===== src/hw/rtl/fmsv_pkg.sv =====
// ---------------------------------------------------------------------------
// FIX message syntax validator package
// Shared widths, constants and the header pattern of the syntax validator.
// ---------------------------------------------------------------------------
package fmsv_pkg;

   localparam int unsigned BYTE_W        = 8;
   localparam int unsigned COUNT_W       = 4;
   localparam int unsigned HDR_IDX_W     = 3;

   localparam logic [COUNT_W-1:0] MIN_MSG_BYTES = 4'd10;
   localparam logic [COUNT_W-1:0] HDR_BYTES     = 4'd6;

   localparam logic [BYTE_W-1:0] SEP_RESET      = 8'd124;
   localparam logic [BYTE_W-1:0] PRINT_LO       = 8'd32;
   localparam logic [BYTE_W-1:0] PRINT_HI       = 8'd126;
   localparam logic [BYTE_W-1:0] CHAR_EQUALS    = 8'h3D;
   localparam logic [BYTE_W-1:0] CHAR_ZERO      = 8'h30;
   localparam logic [BYTE_W-1:0] CHAR_THREE     = 8'h33;
   localparam logic [BYTE_W-1:0] CHAR_FIVE      = 8'h35;
   localparam logic [BYTE_W-1:0] CHAR_EIGHT     = 8'h38;
   localparam logic [BYTE_W-1:0] CHAR_NINE      = 8'h39;

   typedef enum logic [2:0] {
      TAG_OTHER       = 3'd0,
      TAG_EIGHT       = 3'd1,
      TAG_NINE        = 3'd2,
      TAG_THREE       = 3'd3,
      TAG_THIRTY_FIVE = 3'd4
   } tag_class_type;

   // "8=FIX." indexed by byte position
   function automatic logic [BYTE_W-1:0] header_byte(input logic [HDR_IDX_W-1:0] idx);
      logic [BYTE_W-1:0] chr;
      case (idx)
         3'd0:    chr = 8'h38;
         3'd1:    chr = 8'h3D;
         3'd2:    chr = 8'h46;
         3'd3:    chr = 8'h49;
         3'd4:    chr = 8'h58;
         3'd5:    chr = 8'h2E;
         default: chr = 8'h00;
      endcase
      return chr;
   endfunction

endpackage


===== src/hw/rtl/fix_message_syntax_validator.sv =====
// ---------------------------------------------------------------------------
// FIX message syntax validator
// Checks tag=value syntax, header, minimum length and required tags 8/9/35,
// one byte per beat, verdict on the last byte of each message.
// ---------------------------------------------------------------------------
// The verdict appears on rsp in the cycle after the last byte's beat.
// Throughput: one byte per cycle while rsp is not stalled; per-byte state update is a single
//   combinational pass between the message state registers.
// Reset: synchronous, clears message state and output valid; the separator
//   register returns to '|'.
module fix_message_syntax_validator (
   input  logic                        clock,
   input  logic                        reset,
   input  logic                        csr_we,
   input  logic [fmsv_pkg::BYTE_W-1:0] csr_wdata,   // field_separator
   input  logic                        req_tvalid,
   output logic                        req_tready,
   input  logic [fmsv_pkg::BYTE_W-1:0] req_tdata,   // [7:0] data_byte
   input  logic                        req_tlast,   // last_byte
   output logic                        rsp_tvalid,
   input  logic                        rsp_tready,
   output logic [7:0]                  rsp_tdata    // [0] message_ok, [7:1] zero
);
   import fmsv_pkg::*;

   logic [BYTE_W-1:0]  sep_ff;
   logic [COUNT_W-1:0] cnt_ff, cnt_in;
   logic               in_value_ff, in_value_in;
   logic               vlz_ff, vlz_in;
   logic [1:0]         digits_ff, digits_in;
   tag_class_type      class_ff, class_in;
   logic               seen8_ff, seen8_in;
   logic               seen9_ff, seen9_in;
   logic               seen35_ff, seen35_in;
   logic               err_ff, err_in;
   logic               rsp_valid_ff;
   logic               rsp_ok_ff;

   logic               accept;
   logic               hdr_err;
   logic               is_digit;
   logic               printable;
   logic               msg_ok;
   logic [BYTE_W-1:0]  b;

   assign b          = req_tdata;
   assign req_tready = !rsp_valid_ff || rsp_tready;
   assign accept     = req_tvalid && req_tready;
   assign rsp_tvalid = rsp_valid_ff;
   assign rsp_tdata  = {7'd0, rsp_ok_ff};

   assign hdr_err   = (cnt_ff < HDR_BYTES) && (b != header_byte(cnt_ff[HDR_IDX_W-1:0]));
   assign is_digit  = (b >= CHAR_ZERO) && (b <= CHAR_NINE);
   assign printable = (b >= PRINT_LO) && (b <= PRINT_HI);

   always_comb begin
      cnt_in      = (cnt_ff < MIN_MSG_BYTES) ? cnt_ff + 4'd1 : cnt_ff;
      err_in      = err_ff || hdr_err;
      in_value_in = in_value_ff;
      vlz_in      = vlz_ff;
      digits_in   = digits_ff;
      class_in    = class_ff;
      seen8_in    = seen8_ff;
      seen9_in    = seen9_ff;
      seen35_in   = seen35_ff;

      if (!err_in) begin
         if (!in_value_ff) begin
            // separator wins over '=' and digits
            if (b == sep_ff) begin
               err_in = 1'b1;
            end else if (b == CHAR_EQUALS) begin
               in_value_in = 1'b1;
               vlz_in      = 1'b1;
            end else if (is_digit) begin
               class_in = TAG_OTHER;
               case (digits_ff)
                  2'd0: begin
                     if (b == CHAR_EIGHT)      class_in = TAG_EIGHT;
                     else if (b == CHAR_NINE)  class_in = TAG_NINE;
                     else if (b == CHAR_THREE) class_in = TAG_THREE;
                  end
                  2'd1: begin
                     if (class_ff == TAG_THREE && b == CHAR_FIVE) class_in = TAG_THIRTY_FIVE;
                  end
                  default: class_in = TAG_OTHER;
               endcase
               if (digits_ff != 2'd3) digits_in = digits_ff + 2'd1;
            end else begin
               err_in = 1'b1;
            end
         end else begin
            if (b == sep_ff) begin
               if (vlz_ff) begin
                  err_in = 1'b1;
               end else begin
                  if (class_ff == TAG_EIGHT)            seen8_in  = 1'b1;
                  else if (class_ff == TAG_NINE)        seen9_in  = 1'b1;
                  else if (class_ff == TAG_THIRTY_FIVE) seen35_in = 1'b1;
                  in_value_in = 1'b0;
                  vlz_in      = 1'b1;
                  digits_in   = 2'd0;
                  class_in    = TAG_OTHER;
               end
            end else if (!printable) begin
               err_in = 1'b1;
            end else begin
               vlz_in = 1'b0;
            end
         end
      end

      msg_ok = !err_in && (cnt_in >= MIN_MSG_BYTES) && (b == sep_ff) && !in_value_in
               && seen8_in && seen9_in && seen35_in;
   end

   always_ff @(posedge clock) begin
      if (reset) begin
         sep_ff       <= SEP_RESET;
         cnt_ff       <= '0;
         in_value_ff  <= 1'b0;
         vlz_ff       <= 1'b1;
         digits_ff    <= 2'd0;
         class_ff     <= TAG_OTHER;
         seen8_ff     <= 1'b0;
         seen9_ff     <= 1'b0;
         seen35_ff    <= 1'b0;
         err_ff       <= 1'b0;
         rsp_valid_ff <= 1'b0;
      end else begin
         if (csr_we) begin
            sep_ff <= csr_wdata;
         end
         if (accept) begin
            if (req_tlast) begin
               // message over, back to a clean start
               cnt_ff      <= '0;
               in_value_ff <= 1'b0;
               vlz_ff      <= 1'b1;
               digits_ff   <= 2'd0;
               class_ff    <= TAG_OTHER;
               seen8_ff    <= 1'b0;
               seen9_ff    <= 1'b0;
               seen35_ff   <= 1'b0;
               err_ff      <= 1'b0;
            end else begin
               cnt_ff      <= cnt_in;
               in_value_ff <= in_value_in;
               vlz_ff      <= vlz_in;
               digits_ff   <= digits_in;
               class_ff    <= class_in;
               seen8_ff    <= seen8_in;
               seen9_ff    <= seen9_in;
               seen35_ff   <= seen35_in;
               err_ff      <= err_in;
            end
         end
         if (req_tready) begin
            rsp_valid_ff <= accept && req_tlast;
         end
      end
   end

   // verdict payload, no reset needed
   always_ff @(posedge clock) begin
      if (req_tready) begin
         rsp_ok_ff <= msg_ok;
      end
   end

endmodule


===== config.mk =====
export PLATFORM = sky130hd
export DESIGN_NAME = fix_message_syntax_validator
export DESIGN_NICKNAME = d
export VERILOG_FILES = /design/src/hw/rtl/fmsv_pkg.sv /design/src/hw/rtl/fix_message_syntax_validator.sv
export SDC_FILE = /design/constraint.sdc
export NUM_CORES = 1
export LEC_CHECK = 0
export ABC_CLOCK_PERIOD_IN_PS = 2850
export BUFFER_PORTS_ARGS = -buffer_cell sky130_fd_sc_hd__buf_2
export CAP_MARGIN = 40
export CORE_MARGIN = 4
export CORE_UTILIZATION = 51
export CTS_BUF_LIST = sky130_fd_sc_hd__clkbuf_8 sky130_fd_sc_hd__clkbuf_16
export DETAILED_ROUTE_END_ITERATION = 8
export PLACE_DENSITY = 0.85
export REMOVE_ABC_BUFFERS = 1
export SLEW_MARGIN = 20
export SYNTH_ARGS = -nofsm -noshare
export SYNTH_HDL_FRONTEND = slang
export SYNTH_SLANG_ARGS = --single-unit

===== constraint.sdc =====
create_clock -name clock -period 2.85 [get_ports clock]
set_input_delay 0.285 -clock clock [delete_from_list [all_inputs] [get_ports clock]]
set_output_delay 0.285 -clock clock [all_outputs]
set_load 0.01 [all_outputs]

==> results.sh, run 1 <==
export IMPL_setup_violations=0
export IMPL_post_cts_setup_buffers=0
export IMPL_vdd_ir_drop_max_v=0.0003281
export IMPL_clock_latency_ns=0.26
export IMPL_cts_buffers=3
export IMPL_syn_inst=219
export IMPL_crit_path_end_kind="flip-flop"
export IMPL_grt_max_degree=20
export IMPL_antenna_found_initial=0
export IMPL_cts_tree="yes"
export IMPL_rrSetupSlack_ns=0.26
export IMPL_synth_edff_count=1
export IMPL_grt_use_total_pct=17.77
export IMPL_hold_buffers=0
export IMPL_drv_slew=0
export IMPL_syn_area_per_cell_um2=8.187
export IMPL_crit_type="reg -> reg"
export IMPL_post_cts_resized=0
export IMPL_worst_slew_pin_slew_ns=0.5971
export IMPL_drt_pass1_iterations=4
export IMPL_worstPathArrival_ns=2.73
export IMPL_viasPerCell=5.484
export IMPL_setup_tns_ns=0
export IMPL_status="finished clean"
export IMPL_grt_pass1_vias=1461
export IMPL_dieWidth_um=67.29
export IMPL_final_nets=267
export IMPL_synth_top_area_cell="dfxtp_1"
export IMPL_pin_count=32
export IMPL_post_drt_wl_per_cell_um=13.39
export IMPL_ys_flop_type="dfxtp_1"
export IMPL_core_area_um2=3363
export IMPL_skew_ns=0.003352
export IMPL_finalWirelength_um=3762
export IMPL_ys_seq_elements=25
export IMPL_antenna_cells=0
export IMPL_clk_pin_slew_ns=0.08
export IMPL_synth_area_leaders="dfxtp_1 (27%), ha_1 (6.3%), xor2_1 (5.4%)"
export IMPL_port_buffers=24
export IMPL_drt_iter0_markers=86
export IMPL_synth_distinct_cells=50
export IMPL_dp_hpwl_um=2895
export IMPL_layout_drive_gt1_share_pct=16.17
export IMPL_maxSlewHeadroom_pct=59.89
export IMPL_synthArstFlopShare_pct=0
export IMPL_fill_cells=330
export IMPL_rsz0062_at_grt="false"
export IMPL_finalCriticalPeriod_ns=2.594
export IMPL_crit_required_ns=2.98
export IMPL_grt_pass1_wl_um=6389
export IMPL_synth_area_um2=1793
export IMPL_min_delay_path_class="in -> reg"
export IMPL_clockBufferDepth=2
export IMPL_r2r_end="vlz_ff$_SDFFE_PP1P_"
export IMPL_cts_htree_levels=1
export IMPL_period_share_pct=91.03
export IMPL_grt_overflow=0
export IMPL_die_y_um=67.29
export IMPL_yosysSeqAreaShare_pct=28.47
export IMPL_place_congestion=0.9143
export IMPL_drc=0
export IMPL_finalHoldViolations=0
export IMPL_synth_warnings=0
export IMPL_timing_rr_start="cnt_ff[1]$_SDFFE_PP0P_"
export IMPL_crit_end="vlz_ff$_SDFFE_PP1P_"
export IMPL_rows=21
export IMPL_p_leak_nw=0.7595
export IMPL_critPathLaunch="cnt_ff[1]$_SDFFE_PP0P_"
export IMPL_cts_root_buf="clkbuf_8"
export IMPL_vias=1541
export IMPL_holdWs_ns=0.2205
export IMPL_areaGrowthSynthToFinish_pct=7.956
export IMPL_drt_antenna_violating_nets=0
export IMPL_initial_core_util_pct=53.31
export IMPL_cts_sinks=25
export IMPL_power_density_nw_per_um2=365.1
export IMPL_cp_start_kind="flip-flop"
export IMPL_dieArea_um2=4528
export IMPL_fmax_mhz=385.5
export IMPL_cp_max_fo=13
export IMPL_r2r_worst_path_cells=10
export IMPL_cap_viol_max_count=0
export IMPL_synth_top_area_share_pct=26.80
[per-layer routing]
metal,track usage (%),up-vias,wire (um)
li1,-,793,-
met1,23.13,696,1729
met2,30.06,45,1793
met3,3.827,7,206
met4,3.797,0,32
met5,0,-,0
[cell type report]
type | instances | area (um^2) | share of cell area, %
clock buffer | 3 | 41.29 | 2.133
tap | 46 | 57.56 | 2.973
clock inverter | 1 | 3.754 | 0.1939
timing repair buffer | 28 | 150.1 | 7.757
multi-input combinational | 169 | 1139 | 58.82
sequential | 25 | 510.5 | 26.37
inverter | 9 | 33.78 | 1.745
[per-stage QoR]
stage | area [um^2] | util, % | std cells | power, mW | worst slack [ns]
6_report | 1936 | 57.55 | 281 | 0.7067 | 0.2557
3_3_place_gp | 1891 | 56.21 | 277 | 0.5071 | 0.3953
2_1_floorplan | 1683 | - | 203 | 0.4598 | 0.3754
4_1_cts | 1936 | 57.55 | 281 | 0.7171 | 0.2860
5_1_grt | 1936 | 57.55 | 281 | 0.7499 | 0.03081
3_5_place_dp | 1891 | 56.21 | 277 | 0.5111 | 0.3121
[worst min path at each step]
stage	startpoint	to	cells past startpoint
after floorplan	reset	err_ff$_SDFFE_PP0P_	1
after global placement	seen9_ff$_SDFFE_PP0P_	seen9_ff$_SDFFE_PP0P_	1
after detailed placement	seen9_ff$_SDFFE_PP0P_	seen9_ff$_SDFFE_PP0P_	1
after CTS	csr_wdata[2]	sep_ff[2]$_SDFFE_PP1P_	2
after global routing	csr_wdata[6]	sep_ff[6]$_SDFFE_PP1P_	2
final	csr_wdata[2]	sep_ff[2]$_SDFFE_PP1P_	2
[kinds of logic after synthesis]
logic type,Yosys count,share of synthesized area [%]
compound gates,53,20.45
xor+xnor,14,6.839
fa+ha+maj,9,6.281
buf+inv,31,9.281
flops,25,28.47
mux,6,3.350
other cells,1,0.2092
simple gates,80,25.12
[state kept, by name, indices dropped and copies added, names as in the netlist]
signal       flops
sep_ff           8
rsp_tvalid       1
vlz_ff           1
class_ff         3
digits_ff        2
seen35_ff        1
seen8_ff         1
seen9_ff         1
err_ff           1
cnt_ff           4
rsp_ok_ff        1
in_value_ff      1
[cells in the mapped netlist, drive strengths merged, types with 4 or more instances]
| cell type | number |
|---|---|
| dfxtp | 24 |
| buf | 16 |
| nor2 | 16 |
| nand2 | 15 |
| o21ai | 14 |
| a21oi | 11 |
| xor2 | 11 |
| ha | 9 |
| inv | 9 |
| nor2b | 9 |
| nand2b | 7 |
| clkbuf | 6 |
| mux2i | 6 |
| a211o | 5 |
| nand3 | 5 |
| nor3b | 5 |
| nor4 | 5 |
| nor3 | 4 |
| o22ai | 4 |
[critical path, cell delays in order (launching register included)]
cell	delay, ns
dfxtp_1	0.56
ha_1	0.23
ha_1	0.21
and3b_1	0.17
o21ai_1	0.06
a21o_1	0.19
a21oi_1	0.14
a31oi_1	0.22
buf_4	0.23
o41ai_1	0.34
nand3_1	0.10
[cells in the final DEF, fill, tap and decap left out, drive strengths merged, types with 2 or more instances in the layout]
cell	instances
o22ai	4
a41oi	3
nand3	5
conb	7
inv	10
clkbuf	3
a211o	5
nand4	2
ha	9
nor2b	9
nor3b	5
a21oi	11
xnor2	3
nand2b	7
dfxtp	24
xor2	11
nor2	16
o2111ai	2
or3	2
o211ai	2
nand3b	3
nor4b	2
mux2i	6
nand2	15
nor4	5
o21a	3
nor3	4
a31oi	2
o41ai	3
buf	28
o21ai	14
[power by group]
group | switching, mW | total (mW) | internal [mW]
clock network | 0.106 | 0.202 | 0.0963
logic | 0.0751 | 0.131 | 0.0554
registers | 0.0104 | 0.374 | 0.363
total | 0.191 | 0.707 | 0.515
Power figures use the tool's default switching activity.
==> run 2: changes to the inputs <==
- CAP_MARGIN: 40 -> 25
- CORE_ASPECT_RATIO: unset -> 0.6
==> run 2 against run 1 <==
Register-to-register slack lost 0.09 ns. Clock skew grew 0.0060 ns. Count of clock-buffer cells in the layout did not move. Combinational power is essentially flat.
==> results.sh, run 2 (synthesis results as in run 1) <==
export IMPL_cts_htree_levels=1
export IMPL_drc=0
export IMPL_largest_reg_flops=8
export IMPL_switching_power_uw=200.6
export IMPL_clk_pin_slew_ns=0.09
export IMPL_largest_register="sep_ff"
export IMPL_skew_ns=0.009356
export IMPL_drt_antenna_violating_nets=0
export IMPL_dp_hpwl_um=2992
export IMPL_dieWidth_um=84.55
export IMPL_grt_max_degree=20
export IMPL_crit_path_end_kind="flip-flop"
export IMPL_die_y_um=53.93
export IMPL_drt_iter0_markers=127
export IMPL_cts_buffers=3
export IMPL_timing_final_ws_setup_ns=0.1681
export IMPL_top_regs="sep_ff x8, cnt_ff x4, class_ff x3"
export IMPL_crit_path_top_delay_cell="dfxtp_1"
export IMPL_worst_slew_pin_slew_ns=0.5510
export IMPL_initial_core_util_pct=53.95
export IMPL_drt_pass1_iterations=4
export IMPL_worst_path_buf_inv=2
export IMPL_power_density_nw_per_um2=373.3
export IMPL_areaGrowthSynthToFinish_pct=7.118
export IMPL_finalHoldViolations=0
export IMPL_p_leak_nw=0.7497
export IMPL_grt_pass1_vias=1403
export IMPL_multi_input_area_um2=1139
export IMPL_gr_max_usage_layer="met2"
export IMPL_cap_viol_max_count=0
export IMPL_post_drt_wl_per_cell_um=14.12
export IMPL_cts_root_buf="clkbuf_8"
export IMPL_fmax_mhz=372.9
export IMPL_grt_pass1_wl_um=6458
export IMPL_viasPerCell=5.626
export IMPL_crit_type="reg -> reg"
export IMPL_hold_buffers=0
export IMPL_path_cells="inv_1, ha_1, nor3b_1, o21ai_1, a21o_1, a21oi_1, a31oi_1, buf_4, o41ai_1, nand3_1"
export IMPL_core_area_um2=3323
export IMPL_pwr_share_comb_pct=18.0
export IMPL_worst_path_largest_cell_delay_ns=0.58
export IMPL_min_delay_path_class="in -> reg"
export IMPL_clockBufferDepth=2
export IMPL_fill_cells=324
export IMPL_place_area_um2=1874
export IMPL_finalWirelength_um=3925
export IMPL_setup_tns_ns=0
export IMPL_p_clk_share_pct=29.7
export IMPL_p_int_uw=516.4
export IMPL_vdd_ir_drop_max_v=0.0002003
export IMPL_final_nets=265
export IMPL_final_util_pct=57.79
export IMPL_period_share_pct=94.10
export IMPL_post_cts_resized=0
export IMPL_seq_area_um2=510.5
export IMPL_clock_latency_ns=0.28
export IMPL_met1_usage_pct=23.99
export IMPL_pin_count=32
export IMPL_cts_sinks=25
export IMPL_antenna_found_initial=0
export IMPL_finalCriticalPeriod_ns=2.682
export IMPL_drv_slew=0
export IMPL_vias=1564
export IMPL_worstPathArrival_ns=2.83
export IMPL_final_cell_mix="dfxtp_1 (24), buf_2 (24), nor2_1 (16)"
export IMPL_finalPower_uw=717.0
export IMPL_cp_max_fo=13
export IMPL_dieArea_um2=4560
export IMPL_power_frac_seq_pct=52.2
export IMPL_status="finished clean"
export IMPL_place_congestion=0.8500
export IMPL_layout_drive_gt1_share_pct=15.88
export IMPL_crit_required_ns=2.99
export IMPL_port_buffers=24
export IMPL_use_met2_pct=29.48
export IMPL_cts_tree="yes"
export IMPL_maxSlewHeadroom_pct=62.98
export IMPL_setup_violations=0
export IMPL_dp_slack_ns=0.2279
export IMPL_grt_use_total_pct=17.83
export IMPL_post_cts_setup_buffers=0
export IMPL_grt_overflow=0
export IMPL_antenna_cells=0
export IMPL_rows=16
export IMPL_gr_usage_met3_pct=4.281
export IMPL_switching_share_pct=27.98
export IMPL_path_delay_family="compound AO/OA/AOI/OAI gates"
export IMPL_design_area_um2=1921
export IMPL_cp_start_kind="flip-flop"
export IMPL_rsz0062_at_grt="false"
## run 2: worst paths after layout
| check | start | to | slack (ns) | cells past startpoint |
|---|---|---|---|---|
| max | cnt_ff[1]$_SDFFE_PP0P_ | vlz_ff$_SDFFE_PP1P_ | 0.17 | 10 |
| min | csr_wdata[2] | sep_ff[2]$_SDFFE_PP1P_ | 0.21 | 2 |
| max reg2reg | cnt_ff[1]$_SDFFE_PP0P_ | vlz_ff$_SDFFE_PP1P_ | 0.17 | 10 |
| min reg2reg | seen9_ff$_SDFFE_PP0P_ | seen9_ff$_SDFFE_PP0P_ | 0.47 | 1 |
## run 2: layout make-up
cell class                 count  area share [%]
inverter                       9           1.759
sequential                    25           26.58
clock inverter                 1          0.2606
tap                           45           2.932
multi-input combinational    169           59.28
timing repair buffer          26           7.036
clock buffer                   3           2.150
## run 2: stage by stage
step	cells	hold WS [ns]
2_1_floorplan	203	0.3541
3_3_place_gp	274	0.4542
3_5_place_dp	274	0.4523
4_1_cts	278	0.2090
5_1_grt	278	0.2074
6_report	278	0.2116
## run 2: power groups by stage
stage	sequential (mW)	combinational [mW]	clock, mW
6_report	0.374	0.129	0.213
5_1_grt	0.376	0.143	0.233
4_1_cts	0.374	0.129	0.220
3_5_place_dp	0.382	0.128	0
3_3_place_gp	0.382	0.125	0
2_1_floorplan	0.380	0.0794	0
## run 2: metal layers
layer | vias up | part of all wire, %
met1 | 717 | 49
met5 | - | 0
met2 | 52 | 44
met3 | 4 | 6.6
met4 | 0 | 0.59
li1 | 791 | -
## run 2: worst register-to-register path: stages (launching register included)
cell and delay [ns]:
dfxtp_1 0.58, inv_1 0.25, ha_1 0.28, nor3b_1 0.22, o21ai_1 0.09, a21o_1 0.16
a21oi_1 0.15, a31oi_1 0.10, buf_4 0.18, o41ai_1 0.43, nand3_1 0.11
==> run 3: changes to the inputs <==
- RECOVER_POWER: unset -> 50
==> run 3 against run 2 <==
First-iteration DRC count stayed put. Sequential share of layout area is 0.069 points higher. Setup slack hardly changed. Power hardly changed. Combinational power hardly changed. Hold slack worse by 0.00079 ns. Critical endpoint unchanged.
==> results.sh, run 3 (synthesis results as in run 1) <==
export IMPL_switching_power_uw=201.6
export IMPL_clk_pin_slew_ns=0.09
export IMPL_clockBufferDepth=2
export IMPL_drt_iter0_markers=127
export IMPL_fmax_mhz=372.9
export IMPL_p_int_uw=515.7
export IMPL_place_inst=274
export IMPL_grt_pass1_vias=1403
export IMPL_pwr_share_comb_pct=18.0
export IMPL_finalHoldViolations=0
export IMPL_worst_slew_pin_slew_ns=0.5592
export IMPL_skew_ns=0.009389
export IMPL_clock_latency_ns=0.28
export IMPL_cts_root_buf="clkbuf_8"
export IMPL_cp_start_kind="flip-flop"
export IMPL_post_cts_setup_buffers=0
export IMPL_vias=1564
export IMPL_hold_buffers=0
export IMPL_pin_count=32
export IMPL_power_frac_seq_pct=52.2
export IMPL_drc=0
export IMPL_cts_sinks=25
export IMPL_power_density_nw_per_um2=374.4
export IMPL_initial_core_util_pct=53.95
export IMPL_finalWirelength_um=3941
export IMPL_fill_cells=327
export IMPL_min_delay_path_class="in -> reg"
export IMPL_layout_drive_gt1_share_pct=14.16
export IMPL_worstPathArrival_ns=2.83
export IMPL_status="finished clean"
export IMPL_switching_share_pct=28.10
export IMPL_finalCriticalPeriod_ns=2.682
export IMPL_die_y_um=53.93
export IMPL_final_util_pct=57.64
export IMPL_rows=16
export IMPL_setup_violations=0
export IMPL_antenna_found_initial=0
export IMPL_core_area_um2=3323
export IMPL_crit_type="reg -> reg"
export IMPL_drt_antenna_violating_nets=0
export IMPL_largest_reg_flops=8
export IMPL_crit_required_ns=3.00
export IMPL_hold_depth=2
export IMPL_p_leak_nw=0.7370
export IMPL_min_delay_worst_endpoint="sep_ff[2]$_SDFFE_PP1P_"
export IMPL_top_regs="sep_ff x8, cnt_ff x4, class_ff x3"
export IMPL_drv_slew=0
export IMPL_setup_tns_ns=0
export IMPL_viasPerCell=5.626
export IMPL_antenna_cells=0
export IMPL_areaGrowthSynthToFinish_pct=6.839
export IMPL_r2r_end="vlz_ff$_SDFFE_PP1P_"
export IMPL_place_congestion=0.8500
export IMPL_cap_viol_max_count=0
export IMPL_path_cells="inv_1, ha_1, nor3b_1, o21ai_1, a21o_1, a21oi_1, a31oi_1, buf_4, o41ai_1, nand3_1"
export IMPL_path_depth=10
export IMPL_timing_rr_start="cnt_ff[1]$_SDFFE_PP0P_"
export IMPL_port_buffers=24
export IMPL_grt_overflow=0
export IMPL_grt_pass1_wl_um=6458
export IMPL_post_drt_wl_per_cell_um=14.18
export IMPL_worst_path_largest_cell_delay_ns=0.58
export IMPL_worst_path_buf_inv=2
export IMPL_largest_register="sep_ff"
export IMPL_finalNonFillerCells=278
export IMPL_dp_hpwl_um=2992
export IMPL_holdWs_ns=0.2108
export IMPL_rsz0062_at_grt="false"
export IMPL_grt_max_degree=20
export IMPL_p_clk_share_pct=29.8
export IMPL_crit_path_end_kind="flip-flop"
export IMPL_crit_path_top_delay_cell="dfxtp_1"
export IMPL_hold_start="csr_wdata[2]"
export IMPL_path_delay_family="compound AO/OA/AOI/OAI gates"
export IMPL_cts_buffers=3
export IMPL_dieWidth_um=84.55
export IMPL_period_share_pct=94.11
export IMPL_cts_tree="yes"
export IMPL_vdd_ir_drop_max_v=0.0002006
export IMPL_grt_use_total_pct=17.83
export IMPL_drt_pass1_iterations=4
export IMPL_rrSetupSlack_ns=0.17
export IMPL_cp_max_fo=13
export IMPL_cts_htree_levels=1
export IMPL_layout_commonest_cell="dfxtp_1"
export IMPL_dieArea_um2=4560
export IMPL_final_nets=265
export IMPL_r2r_worst_path_cells=10
export IMPL_final_cell_mix="dfxtp_1 (24), buf_2 (20), nor2_1 (16)"
export IMPL_maxSlewHeadroom_pct=62.43
export IMPL_post_cts_resized=0
## run 3: cell count changes in the layout (fill, tap and decap cells not counted)
cell,delta
and2_0,+1
and2_1,-1
buf_2,-4
clkbuf_1,+4
## run 3: worst max-delay path by stage
stage | startpoint | to | slack (ns)
after global placement | cnt_ff[1]$_SDFFE_PP0P_ | class_ff[0]$_SDFFE_PP0P_ | 0.39
after floorplan | cnt_ff[1]$_SDFFE_PP0P_ | class_ff[0]$_SDFFE_PP0P_ | 0.38
after global routing | cnt_ff[1]$_SDFFE_PP0P_ | class_ff[0]$_SDFFE_PP0P_ | 0.004
after detailed placement | cnt_ff[1]$_SDFFE_PP0P_ | class_ff[0]$_SDFFE_PP0P_ | 0.23
final | cnt_ff[1]$_SDFFE_PP0P_ | vlz_ff$_SDFFE_PP1P_ | 0.17
after CTS | cnt_ff[1]$_SDFFE_PP0P_ | class_ff[0]$_SDFFE_PP0P_ | 0.20
## run 3: cell type report
class | count | area [um^2] | area share (%)
Tap cell | 45 | 56.30 | 2.939
Sequential cell | 25 | 510.5 | 26.65
Timing Repair Buffer | 26 | 130.1 | 6.793
Clock buffer | 3 | 41.29 | 2.155
Inverter | 9 | 33.78 | 1.764
Multi-Input combinational cell | 169 | 1139 | 59.44
Clock inverter | 1 | 5.005 | 0.2613
## run 3: metal layers
| metal | track usage (%) | wire [um] | part of all wire (%) | vias up |
|---|---|---|---|---|
| met1 | 23.99 | 1943 | 49 | 724 |
| met4 | 3.947 | 23 | 0.58 | 0 |
| met3 | 4.281 | 247 | 6.3 | 4 |
| li1 | - | - | - | 791 |
| met2 | 29.48 | 1727 | 44 | 45 |
| met5 | 0 | 0 | 0 | - |
## run 3: power groups by stage
stage / clock network [mW] / logic (mW) / registers (mW)
after CTS: 0.220 / 0.129 / 0.374
after global routing: 0.233 / 0.142 / 0.376
after global placement: 0 / 0.125 / 0.382
after detailed placement: 0 / 0.128 / 0.382
after floorplan: 0 / 0.0794 / 0.380
final: 0.214 / 0.129 / 0.374
## run 3: per-stage QoR
step / area (um^2) / setup WS (ns) / total power, mW
3_3_place_gp: 1874 / 0.3858 / 0.5067
6_report: 1916 / 0.1680 / 0.7173
5_1_grt: 1916 / 0.004017 / 0.7522
3_5_place_dp: 1874 / 0.2279 / 0.5104
2_1_floorplan: 1683 / 0.3754 / 0.4598
4_1_cts: 1921 / 0.1968 / 0.7232
